==> src/hw/rtl/tmpg_cdiv.sv <==
`timescale 1ns / 1ps
// ---------------------------------------------------------------------------
// tmpg_cdiv
// Two-stage divider by a constant: reciprocal multiply, then one
// compare-and-subtract correction.
// ---------------------------------------------------------------------------
module tmpg_cdiv #(
  parameter int DIVISOR = 3,
  parameter int IN_W    = 14,
  parameter int R_W     = (DIVISOR > 1) ? $clog2(DIVISOR) : 1
) (
  input  logic            clk,
  input  logic            en_mul,
  input  logic            en_fix,
  input  logic [IN_W-1:0] dividend,
  output logic [IN_W-1:0] quotient,
  output logic [R_W-1:0]  remainder
);

  localparam int SHIFT = IN_W + $clog2(DIVISOR) + 1;
  localparam int MW    = SHIFT + 1;
  localparam int PW    = IN_W + MW;
  localparam logic [MW-1:0] RECIP = MW'((64'd1 << SHIFT) / DIVISOR);

  logic [PW-1:0]   product;
  logic [IN_W-1:0] dividend_d;
  logic [IN_W-1:0] q_est;
  logic [IN_W-1:0] back;
  logic [IN_W-1:0] rem;
  logic            fix;

  always_ff @(posedge clk) begin
    if (en_mul) begin
      product    <= PW'(dividend) * PW'(RECIP);
      dividend_d <= dividend;
    end
  end

  // estimate is exact or one short
  always_comb begin
    q_est = product[SHIFT +: IN_W];
    back  = IN_W'(q_est * DIVISOR);
    rem   = dividend_d - back;
    fix   = (rem >= DIVISOR);
  end

  always_ff @(posedge clk) begin
    if (en_fix) begin
      quotient  <= fix ? q_est + 1'b1 : q_est;
      remainder <= fix ? R_W'(rem - IN_W'(DIVISOR)) : R_W'(rem);
    end
  end

endmodule

==> config.mk <==
export PLATFORM = sky130hd
export DESIGN_NAME = tmpg_cdiv
export DESIGN_NICKNAME = d
export VERILOG_FILES = /design/src/hw/rtl/tmpg_cdiv.sv
export SDC_FILE = /design/constraint.sdc
export NUM_CORES = 1
export LEC_CHECK = 0
export BUFFER_PORTS_ARGS = -buffer_cell sky130_fd_sc_hd__buf_2
export CORE_ASPECT_RATIO = 0.6
export CORE_MARGIN = 4
export CORE_UTILIZATION = 55
export CTS_BUF_LIST = sky130_fd_sc_hd__clkbuf_4 sky130_fd_sc_hd__clkbuf_8
export CTS_CLUSTER_DIAMETER = 30
export DETAILED_ROUTE_END_ITERATION = 16
export GPL_TIMING_DRIVEN = 1
export HOLD_SLACK_MARGIN = 0.02
export PLACE_DENSITY_LB_ADDON = 0.15
export SLEW_MARGIN = 40
export SYNTH_ARGS = -nofsm -noshare
export SYNTH_HDL_FRONTEND = slang
export SYNTH_SLANG_ARGS = --single-unit
==> constraint.sdc <==
create_clock -name clk -period 6.5 [get_ports clk]
set_input_delay 0.65 -clock clk [delete_from_list [all_inputs] [get_ports clk]]
set_output_delay 0.65 -clock clk [all_outputs]
set_load 0.05 [all_outputs]
Yosys cells after proc, flatten, opt, wreduce, memory -nomap -nowiden
Cells that the tools add are included.
{"block": "word_totals", "ff_bits": 59, "elab_cells": 13, "output_inout_bits": 16, "input_bits": 17}
{"block": "op_classes", "order_cmp": 1, "mul": 2, "n_mux": 2, "add_sub_neg": 3}
{"operator": "$mul 14x15->29 const B", "n": 1}
{"operator": "$add 13x1->14 const B", "n": 1}
{"operator": "$ge 14x2->1 const B", "n": 1}
{"operator": "$mul 13x2->14 const B", "n": 1}
{"operator": "$sub 14x14->14", "n": 1}
{"operator": "$mux 13", "n": 1}
{"operator": "$mux 2", "n": 1}
{"operator": "$sub 2x2->2 const B", "n": 1}

Logic depth before layout (Yosys ltp)
{"block": "logic_depth", "ltp_word": 4, "mapped_depth": 20, "mapped_depth_nobuf": 20}

Worst setup path after synthesis
No wires, ideal clock.
{"block": "synth_timing", "path_type": "input to register", "from": "input dividend[8]", "to": "register product[29], data pin", "setup_ns": 0.260, "required_time_ns": 6.240, "t_arrival_ns": 5.468, "path_buffers": 0, "path_stages": 19, "setup_slack_ns": 0.773, "path_cell_list": "ha_1 inv_1 fa_1 inv_1 fa_1 inv_1 fa_1 inv_1 fa_1 fa_1 ha_1 a21oi_1 nor4b_1 a21oi_1 nand4_1 a31oi_1 a41o_1 o41a_1 xnor2_1"}
{"block": "synth_between", "elab_chain_cells": 1}
{"element": "from (decl)", "line": "15", "source": "input logic [IN_W-1:0] dividend,"}
{"element": "$mul 14x15->29", "line": "34", "source": "product <= PW'(dividend) * PW'(RECIP);"}
{"element": "to (signal assigned)", "line": "34"}
{"element": "to (decl)", "line": "25", "source": "logic [PW-1:0] product;"}
No other way between the ends.
A chain may end at the register's enable or synchronous reset.

Final worst setup path
{"block": "layout_timing", "from": "input dividend[8]", "to": "register product[28], data pin"}
Same word-level chain as after synthesis.

==> flow_summary.ini <==
[place]
gp_congestion = 0.934
dp_hpwl_mm = 9.04
io_buffers = 32
dp.cells = 625

[timing]
setup_viol = 0
fin_crit_sh_pct = 91.8
fin_skew_ps = 3.89
max_freq_ghz = 0.168
hold_ws_ps = 552
tns_ps = 0
worst_pin_slew_ps = 654
finalCriticalPeriod_ps = 5970
hold_viol = 0
slew_violations = 0
grt_setup_unrepaired = false
max_slew_margin_pct = 56.4

[clock_network]
root_buffer = clkbuf_8
ctsResizeCount = 0
clock-sinks = 43
htreeDepth = 2
cts_tree = built
path_clk_slew_ps = 90
clock_latency_ps = 310
hold_buffers = 0
cts_setup_buffers = 0
cts_buffers = 5
clockBufferDepth = 2

[outcome]
status = completed

[setup_path]
crit_path_end_kind = flop
path_class = primary input to flop
arrival_ps = 6040
crit_path_start_kind = primary input
crit_required_ps = 6570
path_max_fanout = 4

[synth]
synthDistinctLibCells = 49
syn_area_mm2 = 0.00524
synth_edf_count = 43
avgSynthCellArea_um2 = 11.3
synth_top_area_share_pct = 25.8
yosysWarnings = 0
synth-seq-area-share_pct = 24.6
ys_ff_latch = 43
synth_fp_nets = 645
synth_async_sr_flop_share_pct = 0
synth_top_area_cell = ha_1
synthTopCellsByArea = ha_1 26%, edfxtp_1 25%, fa_1 21%, inv_1 5.9%, xnor2_1 3.7%
ys.flop_type = edfxtp_1
postSynthCellCount = 465

[die]
rows = 27
fp.dieH_um = 83.6
die_w_um = 134
ios = 33
core_area_mm2 = 0.00922
dieArea_mm2 = 0.0112
start_util_pct = 56.8

[global_route]
antenna_found_initial = 0
first_global_vias = 3599
grt_pass1_wl_mm = 17.9
grt_usage_pct = 20.2
grt-ovfl-total = 0
grt_max_degree = 28

[layout]
layout-drive-gt1-share_pct = 9.94
fillers = 778
areaGrowthSynthToFinish_pct = 8.45
antenna_cells = 0
nNetsFinal = 682
stdcell_count = 633
utilization_pct = 61.6

[routing]
drtAntennaViolNets = 0
first_iter_violations = 172
drc_errors = 0
drt_pass1_iterations = 5
viasPerCell = 5.43
dr_total_vias = 3440
routed_wl_mm = 10.6
wl_per_cell_um = 16.7

[run]
drv_cap = 0

[worst_hold_path]
hold_path.class = primary input to flop
critical path, stage by stage:
cell	delay (ps)
buf_2	140
ha_1	320
inv_1	60
fa_1	470
inv_1	60
fa_1	610
inv_1	130
fa_1	540
inv_1	50
fa_1	530
fa_1	440
ha_1	310
o211ai_1	110
o21ai_0	160
a21oi_1	80
a21oi_1	300
nand4_1	190
a31oi_1	320
a41o_1	300
o22ai_1	110
xnor2_1	140
cells in the mapped netlist (all sizes together) (3+ instances only):
cell    count
and3        4
edfxtp     43
a21oi      14
nand4       6
inv        82
o211ai      6
a21o        8
ha        108
xor2        9
or3         3
nor2b       3
nand3      10
fa         55
nor2       12
nand2b      5
o21ai      13
nor3b       5
a211oi      3
nand2      14
nor3        6
a31oi       5
xnor2      22
cell families (layout without fill, tap and decap cells):
family,Yosys count,count (layout),synth area share (%)
simple gates,78,78,8.43
buf+inv,84,122,6.19
mux,3,3,0.597
fa+ha+maj,163,163,46.8
compound gates,63,63,8.14
xor+xnor,31,31,5.18
flops,43,43,24.6
through the flow:
stage               setup slack (ps)  area, um2
floorplan                        773       5240
global placement                 360       5550
detailed placement               203       5550
CTS                              547       5680
global route                     184       5680
finish                           532       5680
area by class of cell:
class	count	area [um2]	area share, %
tap	130	163	2.86
sequential	43	1290	22.7
inverter	82	308	5.42
clock inverter	3	67.6	1.19
timing repair buffer	32	160	2.82
clock buffer	5	68.8	1.21
multi-input combinational	338	3620	63.8
sequential cells by signal (all words and copies together) (netlist names):
name,flops
dividend_d,14
product,13
quotient,14
remainder,2
cell usage in the layout (no fill, tap or decap), types with 2 or more instances in the layout:
master     count
ha_1         108
inv_1         82
fa_1          55
edfxtp_1      43
buf_2         32
xnor2_1       22
a21oi_1       14
nand2_1       14
nor2_1        12
o21ai_0       10
xor2_1         9
a21o_1         8
nand3_1        7
nand4_1        6
nor3_1         6
o211ai_1       6
nand2b_1       5
a31oi_1        5
nor3b_1        5
clkbuf_8       5
and3_1         4
nor2b_1        3
or3_1          3
o21ai_1        3
nand3_2        3
a211oi_1       2
or2_2          2
o22ai_1        2
a31o_2         2
mux2i_1        2
and2_1         2
bufinv_16      2
path summary, 6_finish.rpt:
kind,from,endpoint,slack [ps],depth (start not counted)
max,dividend[8],product[28],530,21
min,dividend[11],dividend_d[11],550,1
max reg2reg,product[22],remainder[1],2140,11
min reg2reg,product[25],quotient[8],650,1
routing by layer:
layer | up-vias | GRT usage [%] | part of all wire [%]
li1 | 1685 | - | -
met1 | 1674 | 30.8 | 53
met2 | 73 | 30.1 | 42
met3 | 8 | 3.86 | 4.1
met4 | 0 | 3.83 | 0.96
met5 | - | 0 | 0
Power is not shown: default switching activity piles up to over one toggle a cycle in this logic, so the estimate is an artifact.
